**config.mk**
```make
export PLATFORM = sky130hd
export DESIGN_NAME = sine_pwm_dds_generator_top
export DESIGN_NICKNAME = d
export VERILOG_FILES = /design/src/hdl/spdds_pkg.sv /design/src/hdl/spdds_level.sv /design/src/hdl/spdds_phase.sv /design/src/hdl/spdds_shaper.sv /design/src/hdl/sine_pwm_dds_generator_top.sv
export SDC_FILE = /design/constraint.sdc
export NUM_CORES = 1
export LEC_CHECK = 0
export ABC_CLOCK_PERIOD_IN_PS = 22600
export BUFFER_PORTS_ARGS = -buffer_cell sky130_fd_sc_hd__buf_2
export CAP_MARGIN = 40
export CORE_UTILIZATION = 43
export DETAILED_ROUTE_END_ITERATION = 16
export HOLD_SLACK_MARGIN = 0.02
export PLACE_DENSITY = 0.68
export SLEW_MARGIN = 5
export SYNTH_ARGS = -nofsm -noshare
export SYNTH_HDL_FRONTEND = slang
export SYNTH_SLANG_ARGS = --single-unit
```
**constraint.sdc**
```tcl
create_clock -name clk_i -period 22.6 [get_ports clk_i]
set_input_delay 2.26 -clock clk_i [delete_from_list [all_inputs] [get_ports clk_i]]
set_output_delay 2.26 -clock clk_i [all_outputs]
set_load 0.03 [all_outputs]
```
**src/hdl/spdds_pkg.sv**
```systemverilog
// Shared constants, register codes and the sine magnitude function
// for the DDS sine generator. No dependencies.
package spdds_pkg;

  localparam int ADC_W     = 10;
  localparam int DELTA_W   = 4;
  localparam int STEP_W    = 32;
  localparam int DUTY_W    = 8;
  localparam int IDX_W     = 8;
  localparam int PROD_W    = ADC_W + STEP_W;
  localparam int CFG_IDX_W = 1;
  localparam int CFG_W     = STEP_W;

  localparam int SAMPLES_PER_HALF_DEF = 64;
  localparam int SINE_INDEX_BITS_DEF  = 10;
  localparam int PHASE_BITS_DEF       = 32;

  localparam logic [DELTA_W-1:0] DELTA_RST = DELTA_W'(2);
  localparam logic [STEP_W-1:0]  STEP_RST  = STEP_W'(32916);

  localparam longint unsigned Q30_ONE     = 64'd1 << 30;
  localparam longint unsigned HALF_PI_Q30 = 64'd1686629713;

  typedef enum logic [CFG_IDX_W-1:0] {
    CFG_HYST = 1'b0,
    CFG_STEP = 1'b1
  } cfg_reg_e;

  // Quarter-wave magnitude for a reflected angle h, floor(255 * sin), Q30 Taylor form.
  function automatic logic [DUTY_W-1:0] sine_mag_f(input int unsigned h,
                                                   input int unsigned sib);
    longint unsigned x;
    longint unsigned y;
    longint unsigned t;
    longint unsigned s;
    longint unsigned m;
    x = (64'(h) * HALF_PI_Q30) >> (sib - 2);
    y = (x * x) >> 30;
    t = Q30_ONE;
    t = Q30_ONE - ((y * t) >> 30) / 64'd110;
    t = Q30_ONE - ((y * t) >> 30) / 64'd72;
    t = Q30_ONE - ((y * t) >> 30) / 64'd42;
    t = Q30_ONE - ((y * t) >> 30) / 64'd20;
    t = Q30_ONE - ((y * t) >> 30) / 64'd6;
    s = (x * t) >> 30;
    m = (s * 64'd255 + (64'd1 << 20)) >> 30;
    if (m > 64'd255) begin
      m = 64'd255;
    end
    return m[DUTY_W-1:0];
  endfunction

endpackage

```
**src/hdl/spdds_level.sv**
```systemverilog
// Input register, hysteresis on the held level and the phase increment product.
// Depends on spdds_pkg.
module spdds_level (
  input  logic                           clk_i,
  input  logic                           rst_ni,
  input  logic [spdds_pkg::DELTA_W-1:0]  delta_i,
  input  logic [spdds_pkg::STEP_W-1:0]   step_i,
  input  logic                           in_valid_i,
  output logic                           in_ready_o,
  input  logic [spdds_pkg::ADC_W-1:0]    adc_sample_i,
  output logic                           prod_valid_o,
  input  logic                           prod_ready_i,
  output logic [spdds_pkg::PROD_W-1:0]   prod_o
);
  import spdds_pkg::*;

  logic [ADC_W-1:0]  adc_q;
  logic              adc_vld_q;
  logic [ADC_W-1:0]  held_q, held_d;
  logic [ADC_W-1:0]  diff;
  logic [PROD_W-1:0] prod_q;
  logic              prod_vld_q;
  logic              prod_rdy;

  assign prod_rdy   = !prod_vld_q || prod_ready_i;
  assign in_ready_o = !adc_vld_q || prod_rdy;

  always_comb begin
    diff   = (adc_q >= held_q) ? (adc_q - held_q) : (held_q - adc_q);
    held_d = (diff >= ADC_W'(delta_i)) ? adc_q : held_q;
    if (held_d == '0) begin
      held_d = ADC_W'(1);
    end
  end

  always_ff @(posedge clk_i or negedge rst_ni) begin
    if (!rst_ni) begin
      adc_vld_q  <= 1'b0;
      prod_vld_q <= 1'b0;
      held_q     <= '0;
    end else begin
      if (in_ready_o) begin
        adc_vld_q <= in_valid_i;
      end
      if (prod_rdy) begin
        prod_vld_q <= adc_vld_q;
        if (adc_vld_q) begin
          held_q <= held_d;
        end
      end
    end
  end

  always_ff @(posedge clk_i) begin
    if (in_ready_o && in_valid_i) begin
      adc_q <= adc_sample_i;
    end
    if (prod_rdy && adc_vld_q) begin
      prod_q <= PROD_W'(held_d) * PROD_W'(step_i);
    end
  end

  assign prod_valid_o = prod_vld_q;
  assign prod_o       = prod_q;

endmodule

```
**src/hdl/spdds_phase.sv**
```systemverilog
// Phase accumulator, wrap detection and sample slot tracking.
// Depends on spdds_pkg.
module spdds_phase #(
  parameter int SAMPLES_PER_HALF = spdds_pkg::SAMPLES_PER_HALF_DEF,
  parameter int SINE_INDEX_BITS  = spdds_pkg::SINE_INDEX_BITS_DEF,
  parameter int PHASE_BITS       = spdds_pkg::PHASE_BITS_DEF
) (
  input  logic                          clk_i,
  input  logic                          rst_ni,
  input  logic                          prod_valid_i,
  output logic                          prod_ready_o,
  input  logic [spdds_pkg::PROD_W-1:0]  prod_i,
  output logic                          valid_o,
  input  logic                          ready_i,
  output logic [SINE_INDEX_BITS-1:0]    top_o,
  output logic                          taken_o
);
  import spdds_pkg::*;

  localparam int SUMW = ((PHASE_BITS > PROD_W) ? PHASE_BITS : PROD_W) + 1;
  localparam int TW   = PHASE_BITS + IDX_W;
  // One sample slot: period / (2 * samples per half-wave), rounded down.
  localparam logic [TW-1:0] SLOT =
    TW'((64'd1 << PHASE_BITS) / (64'd2 * 64'(SAMPLES_PER_HALF)));

  logic [PHASE_BITS-1:0]      phase_q, phase_n;
  logic [IDX_W-1:0]           idx_q, idx_e, idx_d;
  logic [TW-1:0]              thr_q, thr_e, thr_d;
  logic [SUMW-1:0]            sum;
  logic                       wrap, take, mv;
  logic                       vld_q, taken_q;
  logic [SINE_INDEX_BITS-1:0] top_q;

  assign prod_ready_o = !vld_q || ready_i;
  assign mv           = prod_valid_i && prod_ready_o;

  always_comb begin
    sum     = SUMW'(phase_q) + SUMW'(prod_i);
    wrap    = |sum[SUMW-1:PHASE_BITS];
    phase_n = sum[PHASE_BITS-1:0];
    // a wrap restarts the index, so the slot threshold drops to zero
    idx_e   = wrap ? '0 : idx_q;
    thr_e   = wrap ? '0 : thr_q;
    take    = TW'(phase_n) >= thr_e;
    idx_d   = idx_e;
    thr_d   = thr_e;
    if (take) begin
      idx_d = idx_e + IDX_W'(1);
      thr_d = (idx_e == '1) ? '0 : thr_e + SLOT;
    end
  end

  always_ff @(posedge clk_i or negedge rst_ni) begin
    if (!rst_ni) begin
      phase_q <= '0;
      idx_q   <= IDX_W'(1);
      thr_q   <= SLOT;
      vld_q   <= 1'b0;
      taken_q <= 1'b0;
    end else begin
      if (prod_ready_o) begin
        vld_q   <= prod_valid_i;
        taken_q <= prod_valid_i && take;
      end
      if (mv) begin
        phase_q <= phase_n;
        idx_q   <= idx_d;
        thr_q   <= thr_d;
      end
    end
  end

  always_ff @(posedge clk_i) begin
    if (mv) begin
      top_q <= phase_n[PHASE_BITS-1 -: SINE_INDEX_BITS];
    end
  end

  assign valid_o = vld_q;
  assign top_o   = top_q;
  assign taken_o = taken_q;

  a_thr_tracks_idx : assert property (@(posedge clk_i) disable iff (!rst_ni)
    thr_q == TW'(idx_q) * SLOT)
    else $error("slot threshold out of step with sample index");

  a_wrap_takes : assert property (@(posedge clk_i) disable iff (!rst_ni)
    (mv && wrap) |=> taken_q)
    else $error("phase wrap did not take a sample");

  a_taken_valid : assert property (@(posedge clk_i) disable iff (!rst_ni)
    taken_q |-> vld_q)
    else $error("sample flag on an empty stage");

endmodule

```
**src/hdl/spdds_shaper.sv**
```systemverilog
// Quarter-wave sine table lookup, sign steering and the held duty registers.
// Depends on spdds_pkg (sine_mag_f fills the table at elaboration).
module spdds_shaper #(
  parameter int SINE_INDEX_BITS = spdds_pkg::SINE_INDEX_BITS_DEF
) (
  input  logic                          clk_i,
  input  logic                          rst_ni,
  input  logic                          valid_i,
  output logic                          ready_o,
  input  logic [SINE_INDEX_BITS-1:0]    top_i,
  input  logic                          taken_i,
  output logic                          out_valid_o,
  input  logic                          out_ready_i,
  output logic [spdds_pkg::DUTY_W-1:0]  duty_positive_o,
  output logic [spdds_pkg::DUTY_W-1:0]  duty_negative_o,
  output logic                          sample_taken_o
);
  import spdds_pkg::*;

  localparam int HW      = SINE_INDEX_BITS - 1;
  localparam int QUARTER = 1 << (SINE_INDEX_BITS - 2);

  logic [DUTY_W-1:0] lut [QUARTER+1];
  logic [HW-1:0]     h_raw, h_ref;
  logic [DUTY_W-1:0] mag_q;
  logic              neg_q, tkn_q, vld_q;
  logic              ready_b;
  logic [DUTY_W-1:0] pos_q, negd_q;
  logic              out_tkn_q, out_vld_q;

  for (genvar g = 0; g <= QUARTER; g++) begin : g_lut
    localparam logic [DUTY_W-1:0] MAG = sine_mag_f(g, SINE_INDEX_BITS);
    assign lut[g] = MAG;
  end

  // fold the half-wave angle into the first quarter
  always_comb begin
    h_raw = top_i[HW-1:0];
    h_ref = (h_raw > HW'(QUARTER)) ? (~h_raw + HW'(1)) : h_raw;
  end

  assign ready_b = !out_vld_q || out_ready_i;
  assign ready_o = !vld_q || ready_b;

  always_ff @(posedge clk_i or negedge rst_ni) begin
    if (!rst_ni) begin
      vld_q     <= 1'b0;
      out_vld_q <= 1'b0;
      out_tkn_q <= 1'b0;
      pos_q     <= '0;
      negd_q    <= '0;
    end else begin
      if (ready_o) begin
        vld_q <= valid_i;
      end
      if (ready_b) begin
        out_vld_q <= vld_q;
        if (vld_q) begin
          out_tkn_q <= tkn_q;
          if (tkn_q) begin
            pos_q  <= neg_q ? '0 : mag_q;
            negd_q <= neg_q ? mag_q : '0;
          end
        end
      end
    end
  end

  always_ff @(posedge clk_i) begin
    if (ready_o && valid_i) begin
      mag_q <= lut[h_ref];
      neg_q <= top_i[SINE_INDEX_BITS-1];
      tkn_q <= taken_i;
    end
  end

  assign out_valid_o     = out_vld_q;
  assign duty_positive_o = pos_q;
  assign duty_negative_o = negd_q;
  assign sample_taken_o  = out_tkn_q;

endmodule

```
**src/hdl/sine_pwm_dds_generator_top.sv**
```systemverilog
// Top level of the DDS sine generator for two half-wave PWM duties.
// Depends on spdds_pkg, spdds_level, spdds_phase and spdds_shaper.
//
//  channel  | direction | handshake                    | word
//  ---------+-----------+------------------------------+------------------------------------
//  in       | in        | in_valid_i / in_ready_o      | adc_sample_i
//  out      | out       | out_valid_o / out_ready_i    | duty_positive_o, duty_negative_o,
//           |           |                              | sample_taken_o
//  cfg      | in        | cfg_we_i (no wait)           | cfg_idx_i, cfg_wdata_i
//
// Throughput is one word per clock while out_ready_i holds; a word passes the input,
// product, phase, table and duty registers. The rate is set by the phase accumulator
// loop: one add of the registered increment plus one compare against the slot threshold
// per cycle. Reset (rst_ni low, async) zeroes level, phase and duties, sets the index
// to one and loads the register defaults. Each stage carries its own valid bit and
// moves when the stage after it is empty or moving, so bubbles close up during stalls.
module sine_pwm_dds_generator_top #(
  parameter int SAMPLES_PER_HALF = spdds_pkg::SAMPLES_PER_HALF_DEF,
  parameter int SINE_INDEX_BITS  = spdds_pkg::SINE_INDEX_BITS_DEF,
  parameter int PHASE_BITS       = spdds_pkg::PHASE_BITS_DEF
) (
  input  logic                             clk_i,
  input  logic                             rst_ni,
  input  logic                             cfg_we_i,
  input  logic [spdds_pkg::CFG_IDX_W-1:0]  cfg_idx_i,
  input  logic [spdds_pkg::CFG_W-1:0]      cfg_wdata_i,
  input  logic                             in_valid_i,
  output logic                             in_ready_o,
  input  logic [spdds_pkg::ADC_W-1:0]      adc_sample_i,
  output logic                             out_valid_o,
  input  logic                             out_ready_i,
  output logic [spdds_pkg::DUTY_W-1:0]     duty_positive_o,
  output logic [spdds_pkg::DUTY_W-1:0]     duty_negative_o,
  output logic                             sample_taken_o
);
  import spdds_pkg::*;

  logic [DELTA_W-1:0]         delta_q;
  logic [STEP_W-1:0]          step_q;
  logic                       prod_vld, prod_rdy;
  logic [PROD_W-1:0]          prod;
  logic                       ph_vld, ph_rdy, ph_taken;
  logic [SINE_INDEX_BITS-1:0] ph_top;

  // Configuration registers; the user must write them only while the pipeline is empty, the block does not enforce it.
  always_ff @(posedge clk_i or negedge rst_ni) begin
    if (!rst_ni) begin
      delta_q <= DELTA_RST;
      step_q  <= STEP_RST;
    end else if (cfg_we_i) begin
      case (cfg_reg_e'(cfg_idx_i))
        CFG_HYST: delta_q <= cfg_wdata_i[DELTA_W-1:0];
        CFG_STEP: step_q  <= cfg_wdata_i[STEP_W-1:0];
        default:  ;
      endcase
    end
  end

  // Stage 1-2: input register, hysteresis, held level times step.
  spdds_level u_level (
    .clk_i        (clk_i),
    .rst_ni       (rst_ni),
    .delta_i      (delta_q),
    .step_i       (step_q),
    .in_valid_i   (in_valid_i),
    .in_ready_o   (in_ready_o),
    .adc_sample_i (adc_sample_i),
    .prod_valid_o (prod_vld),
    .prod_ready_i (prod_rdy),
    .prod_o       (prod)
  );

  // Stage 3: phase accumulate, wrap, slot compare.
  spdds_phase #(
    .SAMPLES_PER_HALF (SAMPLES_PER_HALF),
    .SINE_INDEX_BITS  (SINE_INDEX_BITS),
    .PHASE_BITS       (PHASE_BITS)
  ) u_phase (
    .clk_i        (clk_i),
    .rst_ni       (rst_ni),
    .prod_valid_i (prod_vld),
    .prod_ready_o (prod_rdy),
    .prod_i       (prod),
    .valid_o      (ph_vld),
    .ready_i      (ph_rdy),
    .top_o        (ph_top),
    .taken_o      (ph_taken)
  );

  // Stage 4-5: sine table read, then duty registers that double as output word.
  spdds_shaper #(
    .SINE_INDEX_BITS (SINE_INDEX_BITS)
  ) u_shaper (
    .clk_i           (clk_i),
    .rst_ni          (rst_ni),
    .valid_i         (ph_vld),
    .ready_o         (ph_rdy),
    .top_i           (ph_top),
    .taken_i         (ph_taken),
    .out_valid_o     (out_valid_o),
    .out_ready_i     (out_ready_i),
    .duty_positive_o (duty_positive_o),
    .duty_negative_o (duty_negative_o),
    .sample_taken_o  (sample_taken_o)
  );

endmodule
```
======== Yosys cells after proc, flatten, opt, wreduce, memory -nomap -nowiden ========
Memory sizes are Yosys's and may differ from the RTL's. A register that Yosys moved wholly into a read port is not among the register bits.
Index checks and enable logic that the tools add are counted.
cells by class
  add/sub/neg operators ................... 6
  multipliers ............................. 1
  magnitude comparators ................... 4
  eq/ne operators ......................... 1
  muxes and demuxes ....................... 11
  bitwise gates (word level) .............. 3
  reduce and logical (&&, ||, !) cells .... 22
operator list
  kind                                                              count
  40-bit 2-to-1 mux                                                 3
  32-bit by 42-bit adder with 43-bit output                         1
  10-bit by 32-bit multiplier with 42-bit output                    1
  40-bit by 26-bit adder with 40-bit output, second input constant  1
  32-bit by 40-bit greater-or-equal comparator with 1-bit output    1
  8-bit 2-to-1 mux                                                  4
  10-bit 2-to-1 mux                                                 3
  10-bit subtractor                                                 2
  11-bit OR reduction                                               1
  10-bit greater-or-equal comparator                                1
  10-bit by 4-bit greater-or-equal comparator with 1-bit output     1
  10-bit zero test                                                  1
  9-bit inverter with 10-bit output                                 1
  9-bit by 1-bit adder with 9-bit output, second input constant     1
  9-bit greater-than comparator, second input constant              1
  9-bit 2-to-1 mux                                                  1
  9-bit inverter                                                    1
  8-bit by 1-bit adder with 8-bit output, second input constant     1
  8-bit == test, second input constant                              1
  2-bit AND reduction                                               4
  1-bit logical AND                                                 5
  1-bit zero test                                                   5
  1-bit logical OR                                                  5
  3-bit AND reduction                                               1
  1-bit inverter                                                    1
word-level totals
  register bits ........................... 213
  ROM bits ................................ 4096
  input bits .............................. 48
  output and inout port bits .............. 19
  word-level logic and storage cells ...... 69
  memories kept ........................... 1
memories
  name             depth  bits a word  read ports  clocked after memory_dff  wr ports  RTL line            source
  (no name shown)  512    8            1           1                         0         spdds_shaper.sv:71  mag_q <= lut[h_ref];

======== Logic depth before layout (Yosys ltp) ========
Gate-level depths: netlist (run 1).
  depth after elaboration ................. 7
  gate-level depth with buffers ........... 45
  gate-level depth less buffers ........... 42

======== By module ========
Synthesis (run 1) repeated with hierarchy kept, for this count alone.
unflattened totals
  cell total of the unflattened synthesis .. 2709
  area total of the unflattened synthesis .. 24597.3 µm²
modules (own cells, without submodules)
  module                      instances  cells each  area each (µm²)  sequential area each (µm²)
  spdds_level                 1          1400        13269.0          1861.8
  spdds_phase                 1          751         6523.8           2354.8
  spdds_shaper                1          481         3459.6           775.7
  sine_pwm_dds_generator_top  1          77          1345.0           907.1

======== Least setup slack after synthesis (run 1) ========
No wires, ideal clock.
  kind .................................... flip-flop to flip-flop
  from .................................... register u_level.adc_q[0]
  to ...................................... register u_level.prod_q[32], in the netlist u_level.prod_o[32] (data pin)
  setup time .............................. 258 ps
  arrival time ............................ 9560 ps
  required time ........................... 22342 ps
  path slack .............................. 12782 ps
  cell stages (with the launch flop) ...... 44
  buffers on the path ..................... 3
  clock period less this slack ............ 9818 ps
  path through ............................ edfxtp_1 inv_1 ha_1 inv_1 fa_1 a21o_1 a2111oi_2 nor3_1 o41a_1 buf_2 o211ai_1 nand3_1 a21oi_1 xnor2_1 ha_1 a21oi_1 nand4_1 or3_1 [... 8 more ...] inv_1 fa_1 inv_1 fa_1 inv_1 fa_1 inv_1 ha_1 a211o_1 o211ai_1 a21oi_1 o311ai_0 o21ai_0 o21ai_0 nand2b_1 a21o_1 a21oi_1 xnor2_1
between the ends
  word-level cells in the longest chain between the ends .. 7
  elaborated cells between the ends (all ways) .. 9
  classes of those cells .................. add/sub (2); mul (1); order compare (2); mux (3); reduce/logical (1)
RTL lines
  item                                                                            RTL line           source
  from (decl)                                                                     spdds_level.sv:17  logic [ADC_W-1:0] adc_q;
  from (signal assigned)                                                          spdds_level.sv:56  adc_q <= adc_sample_i;
  10-bit subtractor / 10-bit greater-or-equal comparator (equally long branches)  spdds_level.sv:29  diff = (adc_q >= held_q) ? (adc_q - held_q) : (held_q - adc_q);
  10-bit 2-to-1 mux                                                               spdds_level.sv:29
  10-bit by 4-bit greater-or-equal comparator with 1-bit output                   spdds_level.sv:30  held_d = (diff >= ADC_W'(delta_i)) ? adc_q : held_q;
  10-bit 2-to-1 mux *                                                             spdds_level.sv:30
  10-bit zero test                                                                spdds_level.sv:31  if (held_d == '0) begin
  10-bit 2-to-1 mux *                                                             spdds_level.sv:31
  10-bit by 32-bit multiplier with 42-bit output *                                spdds_level.sv:59  prod_q <= PROD_W'(held_d) * PROD_W'(step_i);
  to (signal assigned)                                                            spdds_level.sv:59
  to (decl)                                                                       spdds_level.sv:21  logic [PROD_W-1:0] prod_q;
Mark *: on every way between the ends. The rest lies on a longest branch, timed or not.
A chain may end at the register's enable or synchronous reset.

======== Worst setup path after layout (run 1) ========
  from .................................... register u_level.adc_q[0]
  to ...................................... register u_level.prod_q[38], in the netlist u_level.prod_o[38] (data pin)
Same word-level chain as after synthesis.

==> impl_metrics.csv, run 1 <==
group,metric,value,unit
finish,nFillCells,5083,
global_route,grt_max_degree,74,
setup_path,crit_type,"reg -> reg",
synthesis,syn_inst,2632,
floorplan,io_pins,67,
min_path,hold_path_class,"reg -> reg",
setup_path,worstPathArrival,11360,ps
synthesis,syn_avg_cell_area,8.98,µm²
setup_path,r2r_start,"u_level.adc_q[0]$_DFFE_PP_",
timing,period_minus_slack,11050,ps
timing,slew_violations,0,
setup_path,cp-startpoint,"u_level.adc_q[0]$_DFFE_PP_",
cts,cts_tree,"done",
global_route,grt_pass1_wl,95800,µm
setup_path,required,22910,ps
synthesis,async_flop_share,0.674,
global_route,track_usage,0.206,
cts,htreeDepth,1,
routing,ant_nets,0,
cts,insertion_delay,580,ps
routing,wirelength,56400,µm
routing,remaining_drc_errors,0,
global_route,overflow,0,
floorplan,start_util,0.437,
synthesis,synth_area,23600,µm²
routing,avgViaCountPerCell,5.53,
setup_path,crit_path_end_kind,"flip-flop",
setup_path,reg2reg_depth,42,
finish,syn2layout_area_growth,8.30,%
timing,worst_pin_slew,864,ps
timing,finalSetupTns,0,ps
run,drv_cap,0,
synthesis,syn_nets,3100,
setup_path,cp_top_family,"compound AO/OA/AOI/OAI gates",
timing,fin_crit_sh,0.489,
placed_design,dp_hpwl,42500,µm
timing,hold_slack,421,ps
synthesis,ys_warn_count,0,
synthesis,synth_area_leaders,"fa_1 (20%), dfrtp_1 (15%), ha_1 (9.5%)",
synthesis,synth_top_cell_area_share,0.204,
synthesis,synth_ff_type,"dfrtp_1",
timing,fmax,90.5,MHz
timing,setup_viol,0,
outcome,status,"completed",
setup_path,crit_end,"u_level.prod_o[38]$_DFFE_PP_",
cts,path_clk_slew,70,ps
synthesis,synthDistinctLibCells,77,
cts,post-cts-setup-buffers,0,
setup_path,cpPeakStageDelay,560,ps
setup_path,startpoint_type,"flip-flop",
setup_path,cp_max_fo,32,
setup_path,cp_slowest_cell,"o311ai_0",
placed_design,portBuffers,66,
global_route,grt_pass1_vias,19000,
floorplan,die_x,236,µm
setup_path,r2r-end,"u_level.prod_o[38]$_DFFE_PP_",
setup_path,ff2ff_setup_slack,11560,ps
synthesis,synth_top_cell_by_area,"fa_1",
routing,detail_route.wl_per_cell,16.9,µm
global_route,antenna_found_initial,0,
floorplan,core,54000,µm²
routing,drt_pre_antenna_iters,5,
finish,diodes,0,
routing,dr.first_iter.drc_count,1388,
cts,cts_made_buffers,28,
floorplan,core.rowCount,85,
setup_path,cp_num_cells,42,
setup_path,crit_top_cell,"inv_1",
timing,hold_viol_final,0,
cts,ctsHoldBuffers,0,
cts,cts.repair.resized,0,
cts,cts_root_buf,"clkbuf_16",
synthesis,synth_enable_flop_cells,72,
floorplan,die_y,236,µm
timing,rsz0062_at_grt,"no",
timing,slew_headroom,0.422,
routing,vias,18500,
synthesis,seq_area_frac_synth,0.250,
placed_design,place.gp.congestion,0.897,
cts,clock-sinks,221,
synthesis,ys_ff_latch,221,
timing,fin_skew,28.2,ps
finish,nets,3092,
setup_path,path_buf_inv,9,
finish,ff_latch_area,5900,µm²
floorplan,dieArea,55900,µm²
finish,multi_input_area,16300,µm²
cts,cts_buffer_depth,3,
finish,drive_gt1_frac,0.0820,
==> worst min-delay path by stage <==
stage                          startpoint                       end  slack [ps]  cells after the start
6_report       u_phase.top_o[9]$_DFFE_PP_  u_shaper.neg_q$_DFFE_PP_         420                      0
5_1_grt        u_phase.top_o[9]$_DFFE_PP_  u_shaper.neg_q$_DFFE_PP_         430                      0
4_1_cts        u_phase.top_o[9]$_DFFE_PP_  u_shaper.neg_q$_DFFE_PP_         420                      0
3_5_place_dp   u_phase.top_o[9]$_DFFE_PP_  u_shaper.neg_q$_DFFE_PP_         410                      0
3_3_place_gp   u_phase.top_o[9]$_DFFE_PP_  u_shaper.neg_q$_DFFE_PP_         400                      0
2_1_floorplan  u_phase.top_o[9]$_DFFE_PP_  u_shaper.neg_q$_DFFE_PP_         400                      0
==> layer usage <==
| metal | part of all wire | track usage | vias to the layer above |
|---|---|---|---|
| li1 | - | - | 8824 |
| met1 | 0.46 | 0.287 | 9083 |
| met2 | 0.47 | 0.343 | 504 |
| met3 | 0.049 | 0.0248 | 85 |
| met4 | 0.021 | 0.0466 | 0 |
| met5 | 0 | 0 | - |
==> synth_stat cells, types with 4 or more instances <==
| cell type | count |
|---|---|
| nand4_1 | 23 |
| buf_1 | 8 |
| a211oi_1 | 16 |
| a21boi_0 | 7 |
| a2111oi_0 | 4 |
| nand3_1 | 35 |
| o2111ai_1 | 5 |
| clkbuf_1 | 111 |
| and2_1 | 97 |
| a311oi_1 | 6 |
| a21oi_1 | 130 |
| and3_1 | 20 |
| mux2_2 | 37 |
| dfrtp_1 | 142 |
| o221ai_1 | 5 |
| nand2b_1 | 44 |
| or2_2 | 6 |
| buf_2 | 16 |
| dfstp_2 | 7 |
| o31ai_1 | 6 |
| o21bai_1 | 9 |
| o22ai_1 | 12 |
| o21a_1 | 13 |
| nand2_1 | 405 |
| a211o_1 | 7 |
| a221oi_1 | 7 |
| nor3_1 | 29 |
| xor2_1 | 32 |
| a22o_1 | 4 |
| o211ai_1 | 23 |
| o21ai_0 | 156 |
| a31oi_1 | 22 |
| and4_1 | 4 |
| a21o_1 | 44 |
| nor2b_1 | 132 |
| xnor2_1 | 53 |
| nor2_1 | 109 |
| or3_1 | 11 |
| ha_1 | 179 |
| mux2i_1 | 17 |
| nor4_1 | 8 |
| fa_1 | 241 |
| edfxtp_1 | 72 |
| o311ai_0 | 9 |
| inv_1 | 257 |
==> cells by family after synthesis <==
logic type	Yosys count	synth area share
AND/OR/NAND/NOR	936	0.191
AO/OA/AOI/OAI	523	0.140
adder cells (fa/ha/maj)	420	0.299
buffers and inverters	393	0.0634
flip-flops	221	0.250
XOR/XNOR	85	0.0315
multiplexers	54	0.0248
==> cell type report <==
type                            count  area share
Sequential cell                   221       0.231
Tap cell                          696      0.0340
Timing Repair Buffer               98      0.0240
Multi-Input combinational cell   2018       0.637
Clock inverter                     13     0.00411
Inverter                          257      0.0377
Clock buffer                       39      0.0323
==> cells in the final DEF (no fill, tap or decap), types with 8 or more instances in the layout <==
cell type	synthesis	final
mux2i_2	0	9
buf_2	16	66
nor2_1	109	109
o21bai_1	9	9
nor4_1	8	8
o21a_1	13	13
buf_4	1	27
fa_1	241	241
and2_1	97	97
xnor2_1	53	50
nand4_1	23	23
nand2b_1	44	44
ha_1	179	179
a31oi_1	22	22
o311ai_0	9	9
nand2_1	405	405
mux2i_1	17	8
xor2_1	32	31
o22ai_1	12	12
inv_1	257	257
and3_1	20	20
clkbuf_16	0	31
dfrtp_1	142	142
nand3_1	35	35
or3_1	11	11
a21o_1	44	44
o21ai_0	156	156
a21oi_1	130	129
a211oi_1	16	16
edfxtp_1	72	72
o211ai_1	23	23
mux2_2	37	37
nor2b_1	132	132
nor3_1	29	29
==> state kept, by name, indices dropped and copies added (netlist names), 10 cells and up <==
signal and flops:
u_phase.top_o 10, u_level.adc_q 10, u_level.held_q 10, step_q 32, u_phase.thr_q 40, u_level.prod_o 42, u_phase.phase_q 32
==> through the flow <==
stage                      util  area [µm²]  instances  worst slack, ps
after floorplan               -       23600       2632            12780
after global placement    0.455       24600       3284            11350
after detailed placement  0.456       24600       3289            11230
after CTS                 0.473       25600       3341            11200
after global routing      0.474       25600       3342            10890
final                     0.474       25600       3342            11560
Power of run 1 is left out: the tool's default activity adds up to more than one toggle a clock period on the data nets, which glitch-free logic cannot reach.
==> inputs of run 2 (changes only) <==
--- a/config.mk
+++ b/config.mk
@@ -5,7 +5,8 @@
 export SDC_FILE = /design/constraint.sdc
 export NUM_CORES = 1
 export LEC_CHECK = 0
-export ABC_CLOCK_PERIOD_IN_PS = 22600
+export ABC_AREA = 1
+export ABC_CLOCK_PERIOD_IN_PS = 10900
 export BUFFER_PORTS_ARGS = -buffer_cell sky130_fd_sc_hd__buf_2
 export CAP_MARGIN = 40
 export CORE_UTILIZATION = 43
==> constraint.sdc (replaced) <==
create_clock -name clk_i -period 10.9 [get_ports clk_i]
set_input_delay 1.09 -clock clk_i [delete_from_list [all_inputs] [get_ports clk_i]]
set_output_delay 1.09 -clock clk_i [all_outputs]
set_load 0.03 [all_outputs]
==> impl_metrics.csv, run 2 <==
group,metric,value,unit
outcome,status,"completed",
setup_path,cp_top_family,"adder cells",
timing,setup_viol,0,
cts,htreeDepth,1,
global_route,antenna_found_initial,0,
synthesis,synth_area_leaders,"fa_1 (20%), dfrtp_1 (15%), nand2_1 (13%)",
global_route,track_usage,0.220,
placed_design,portBuffers,66,
routing,remaining_drc_errors,0,
synthesis,synth_enable_flop_cells,72,
timing,hold_viol_final,0,
finish,fin_util,0.476,
routing,wirelength,61000,µm
setup_path,cp_slowest_cell,"fa_1",
timing,finalSetupTns,0,ps
synthesis,yosysMostFrequentCell,"nand2_1",
floorplan,die_x,239,µm
routing,avgViaCountPerCell,5.08,
cts,clock-sinks,221,
synthesis,synthDistinctLibCells,58,
timing,fmax,102,MHz
setup_path,crit_type,"reg -> reg",
timing,hold_slack,430,ps
placed_design,dp_hpwl,48500,µm
synthesis,seq_area_frac_synth,0.245,
cts,post-cts-setup-buffers,0,
floorplan,core.rowCount,86,
cts,cts_tree,"done",
setup_path,worstPathArrival,10080,ps
floorplan,io_pins,67,
floorplan,die_y,239,µm
finish,largest_reg_flops,42,
cts,path_clk_slew,60,ps
synthesis,synth_top_cell_area_share,0.200,
cts,insertion_delay,580,ps
finish,nets,3693,
global_route,grt_pass1_wl,103000,µm
synthesis,syn_nets,3647,
synthesis,synth_area,24100,µm²
setup_path,path_buf_inv,6,
placed_design,dp.cells,3943,
routing,ant_nets,0,
cts,cts_buffer_depth,3,
setup_path,required,11220,ps
timing,worst_pin_slew,934,ps
setup_path,cpPeakStageDelay,550,ps
finish,diodes,0,
synthesis,syn_avg_cell_area,7.59,µm²
run,drv_cap,0,
floorplan,dieArea,57100,µm²
finish,final_common_cell,"nand2_1",
setup_path,startpoint_type,"flip-flop",
setup_path,cp_max_fo,27,
cts,cts.repair.resized,0,
floorplan,core,55300,µm²
floorplan,start_util,0.436,
timing,period_minus_slack,9760,ps
routing,dr.first_iter.drc_count,1482,
synthesis,synth_top_cell_by_area,"fa_1",
global_route,grt_pass1_vias,20300,
placed_design,place.gp.congestion,0.952,
min_path,hold_path_class,"reg -> reg",
synthesis,yosys-top-cells-count,"nand2_1 (825), inv_1 (556), nor2_1 (403), fa_1 (241), ha_1 (179)",
synthesis,synth_ff_type,"dfrtp_1",
cts,ctsHoldBuffers,0,
routing,detail_route.wl_per_cell,15.3,µm
routing,vias,20300,
finish,mostFrequentLayoutCells,"nand2_1 (824), inv_1 (556), nor2_1 (401)",
finish,finalNonFillerCells,3995,
timing,fin_skew,37.3,ps
finish,syn2layout_area_growth,9.14,%
synthesis,ys_warn_count,0,
global_route,grt_max_degree,86,
finish,drive_gt1_frac,0.0610,
synthesis,async_flop_share,0.674,
cts,cts_root_buf,"clkbuf_16",
cts,cts_made_buffers,28,
setup_path,crit_path_end_kind,"flip-flop",
timing,slew_violations,0,
global_route,overflow,0,
routing,drt_pre_antenna_iters,6,
synthesis,syn_inst,3179,
timing,slew_headroom,0.378,
synthesis,ys_ff_latch,221,
timing,fin_crit_sh,0.895,
finish,nFillCells,5524,
timing,rsz0062_at_grt,"no",
## run 2: cell types whose count changed in the layout (fill, tap and decap cells not counted), sizes merged, moves of 76 or more
cell / delta
and2: -94
inv: +300
nand2: +449
nand3: +76
nor2: +297
nor2b: -132
## run 2: kinds of logic (layout without fill, tap and decap cells)
logic type / Yosys count / in the layout / share of synthesized area
AND/OR/NAND/NOR: 1437 / 1437 / 0.241
buffers and inverters: 639 / 707 / 0.102
adder cells (fa/ha/maj): 420 / 420 / 0.293
AO/OA/AOI/OAI: 376 / 376 / 0.0875
flip-flops: 221 / 221 / 0.245
XOR/XNOR: 86 / 86 / 0.0312
## run 2: worst paths after layout
kind | cells past startpoint | from | slack (ps) | end
max in group asynchronous | 3 | rst_ni | 9270 | step_q[7]$_DFFE_PN1P_
setup / recovery | 37 | u_level.adc_q[0]$_DFFE_PP_ | 1140 | u_level.prod_o[34]$_DFFE_PP_
hold / removal | 0 | u_phase.top_o[9]$_DFFE_PP_ | 430 | u_shaper.neg_q$_DFFE_PP_
setup reg to reg | 37 | u_level.adc_q[0]$_DFFE_PP_ | 1140 | u_level.prod_o[34]$_DFFE_PP_
hold reg to reg | 0 | u_phase.top_o[9]$_DFFE_PP_ | 430 | u_shaper.neg_q$_DFFE_PP_
min in group asynchronous | 1 | rst_ni | 600 | u_phase.thr_q[37]$_DFFE_PN0P_
## run 2: cell type report
cell class / count / area (µm²) / share of cell area
timing repair buffer: 95 / 632 / 0.0240
clock buffer: 33 / 771 / 0.0293
multi-input combinational: 2319 / 15800 / 0.599
sequential: 221 / 5900 / 0.224
clock inverter: 19 / 219 / 0.00832
inverter: 560 / 2100 / 0.0798
tap: 748 / 936 / 0.0355
## run 2: metrics by stage
step                area [µm²]  setup slack [ps]
floorplan                24100              2540
global placement         25200              1400
detailed placement       25300              1240
CTS                      26300              1200
global route             26300               360
finish                   26300              1140
## run 2: per-layer routing
metal / GRT usage / wire length, µm
met1: 0.305 / 28300
met2: 0.371 / 28400
met3: 0.0200 / 2680
met4: 0.0565 / 1590
met5: 0 / 0
Power of run 2 is left out for the same reason.
==> inputs of run 3 (changes only) <==
--- a/config.mk
+++ b/config.mk
@@ -9,10 +9,10 @@
 export ABC_CLOCK_PERIOD_IN_PS = 10900
 export BUFFER_PORTS_ARGS = -buffer_cell sky130_fd_sc_hd__buf_2
 export CAP_MARGIN = 40
-export CORE_UTILIZATION = 43
+export CORE_UTILIZATION = 50
 export DETAILED_ROUTE_END_ITERATION = 16
 export HOLD_SLACK_MARGIN = 0.02
-export PLACE_DENSITY = 0.68
+export PLACE_DENSITY = 0.75
 export SLEW_MARGIN = 5
 export SYNTH_ARGS = -nofsm -noshare
 export SYNTH_HDL_FRONTEND = slang
==> impl_metrics.csv, run 3 (synthesis results as in run 2) <==
group,metric,value,unit
setup_path,cpPeakStageDelay,550,ps
global_route,track_usage,0.252,
cts,clock-sinks,221,
floorplan,core.rowCount,80,
cts,path_clk_slew,70,ps
finish,nets,3694,
timing,worst_pin_slew,864,ps
setup_path,cp_max_fo,26,
global_route,overflow,0,
cts,post-cts-setup-buffers,0,
timing,rsz0062_at_grt,"no",
routing,drt_pre_antenna_iters,6,
routing,ant_nets,0,
cts,insertion_delay,590,ps
timing,slew_headroom,0.421,
timing,fin_crit_sh,0.892,
timing,setup_viol,0,
cts,ctsHoldBuffers,0,
placed_design,place.gp.congestion,1.00,
routing,avgViaCountPerCell,5.33,
floorplan,die_y,222,µm
floorplan,core,47600,µm²
cts,cts.repair.resized,0,
finish,syn2layout_area_growth,8.25,%
routing,remaining_drc_errors,0,
timing,fin_skew,15.7,ps
routing,wirelength,60400,µm
timing,fmax,103,MHz
finish,nFillCells,4512,
run,drv_cap,0,
timing,hold_viol_final,0,
placed_design,portBuffers,66,
setup_path,ff2ff_setup_slack,1180,ps
floorplan,dieArea,49100,µm²
cts,cts_root_buf,"clkbuf_16",
finish,mostFrequentLayoutCells,"nand2_1 (824), inv_1 (556), nor2_1 (401)",
setup_path,crit_type,"reg -> reg",
placed_design,dp_hpwl,47600,µm
finish,design_area,26100,µm²
floorplan,start_util,0.506,
global_route,grt_pass1_wl,102000,µm
floorplan,die_x,222,µm
finish,largest_reg_flops,42,
outcome,status,"completed",
timing,slew_violations,0,
finish,ff_latch_area,5900,µm²
cts,cts_buffer_depth,3,
setup_path,startpoint_type,"flip-flop",
finish,diodes,0,
setup_path,worstPathArrival,10060,ps
min_path,hold_path_class,"reg -> reg",
cts,htreeDepth,1,
finish,multi_input_area,15800,µm²
timing,finalSetupTns,0,ps
finish,drive_gt1_frac,0.0603,
floorplan,io_pins,67,
timing,worst_slack,1180,ps
routing,vias,20600,
setup_path,crit_path_end_kind,"flip-flop",
placed_design,placed_cell_area,25200,µm²
global_route,antenna_found_initial,0,
placed_design,pre_cts_slack,1300,ps
timing,hold_slack,450,ps
routing,dr.first_iter.drc_count,1718,
global_route,grt_max_degree,81,
setup_path,cp_slowest_cell,"fa_1",
finish,final_common_cell,"nand2_1",
cts,cts_tree,"done",
cts,cts_made_buffers,28,
timing,period_minus_slack,9720,ps
global_route,grt_pass1_vias,20800,
routing,detail_route.wl_per_cell,15.6,µm
setup_path,required,11240,ps
run 3: cell count changes in the layout (fill, tap and decap cells not counted), sizes merged:
cell,before,now
buf,95,96
clkinvlp,1,3
inv,561,563
bufinv,4,1
clkinv,13,12
run 3: through the flow:
stage / util / instances
after floorplan: - / 3179
after global routing: 0.548 / 3863
final: 0.548 / 3863
after detailed placement: 0.529 / 3811
after CTS: 0.548 / 3863
after global placement: 0.525 / 3800
run 3: path summary, 6_finish.rpt:
path / cells after the start / start / endpoint
setup / recovery: 37 / u_level.held_q[5]$_DFFE_PN0P_ / u_level.prod_o[34]$_DFFE_PP_
hold / removal: 0 / u_phase.top_o[9]$_DFFE_PP_ / u_shaper.neg_q$_DFFE_PP_
setup reg to reg: 37 / u_level.held_q[5]$_DFFE_PN0P_ / u_level.prod_o[34]$_DFFE_PP_
hold reg to reg: 0 / u_phase.top_o[9]$_DFFE_PP_ / u_shaper.neg_q$_DFFE_PP_
max in group asynchronous: 3 / rst_ni / step_q[15]$_DFFE_PN1P_
min in group asynchronous: 1 / rst_ni / u_phase.thr_q[37]$_DFFE_PN0P_
run 3: critical path, delay by kind of cell (launching register included):
family | cells | cell delay, ps
AOI/OAI and AO/OA | 11 | 2580
xor gates and xnor gates | 2 | 330
adders and majority gates | 8 | 3580
buffers and inverters | 5 | 580
DFF | 1 | 370
and+or+nand+nor | 11 | 2000
run 3: final cells by class:
type                            count  share of cell area
Clock buffer                       33              0.0284
Clock inverter                     19             0.00719
Inverter                          560              0.0805
Multi-Input combinational cell   2319               0.604
Sequential cell                   221               0.226
Tap cell                          615              0.0295
Timing Repair Buffer               96              0.0247
run 3: per-layer routing:
metal  part of all wire  GRT usage  wire length, µm  vias up
li1                   -          -                -     9994
met1               0.44      0.338            26700     9807
met2               0.47      0.424            28400      698
met3              0.058     0.0314             3500      108
met4              0.030     0.0797             1790        0
met5                  0          0                0        -
Power of run 3 is left out for the same reason.
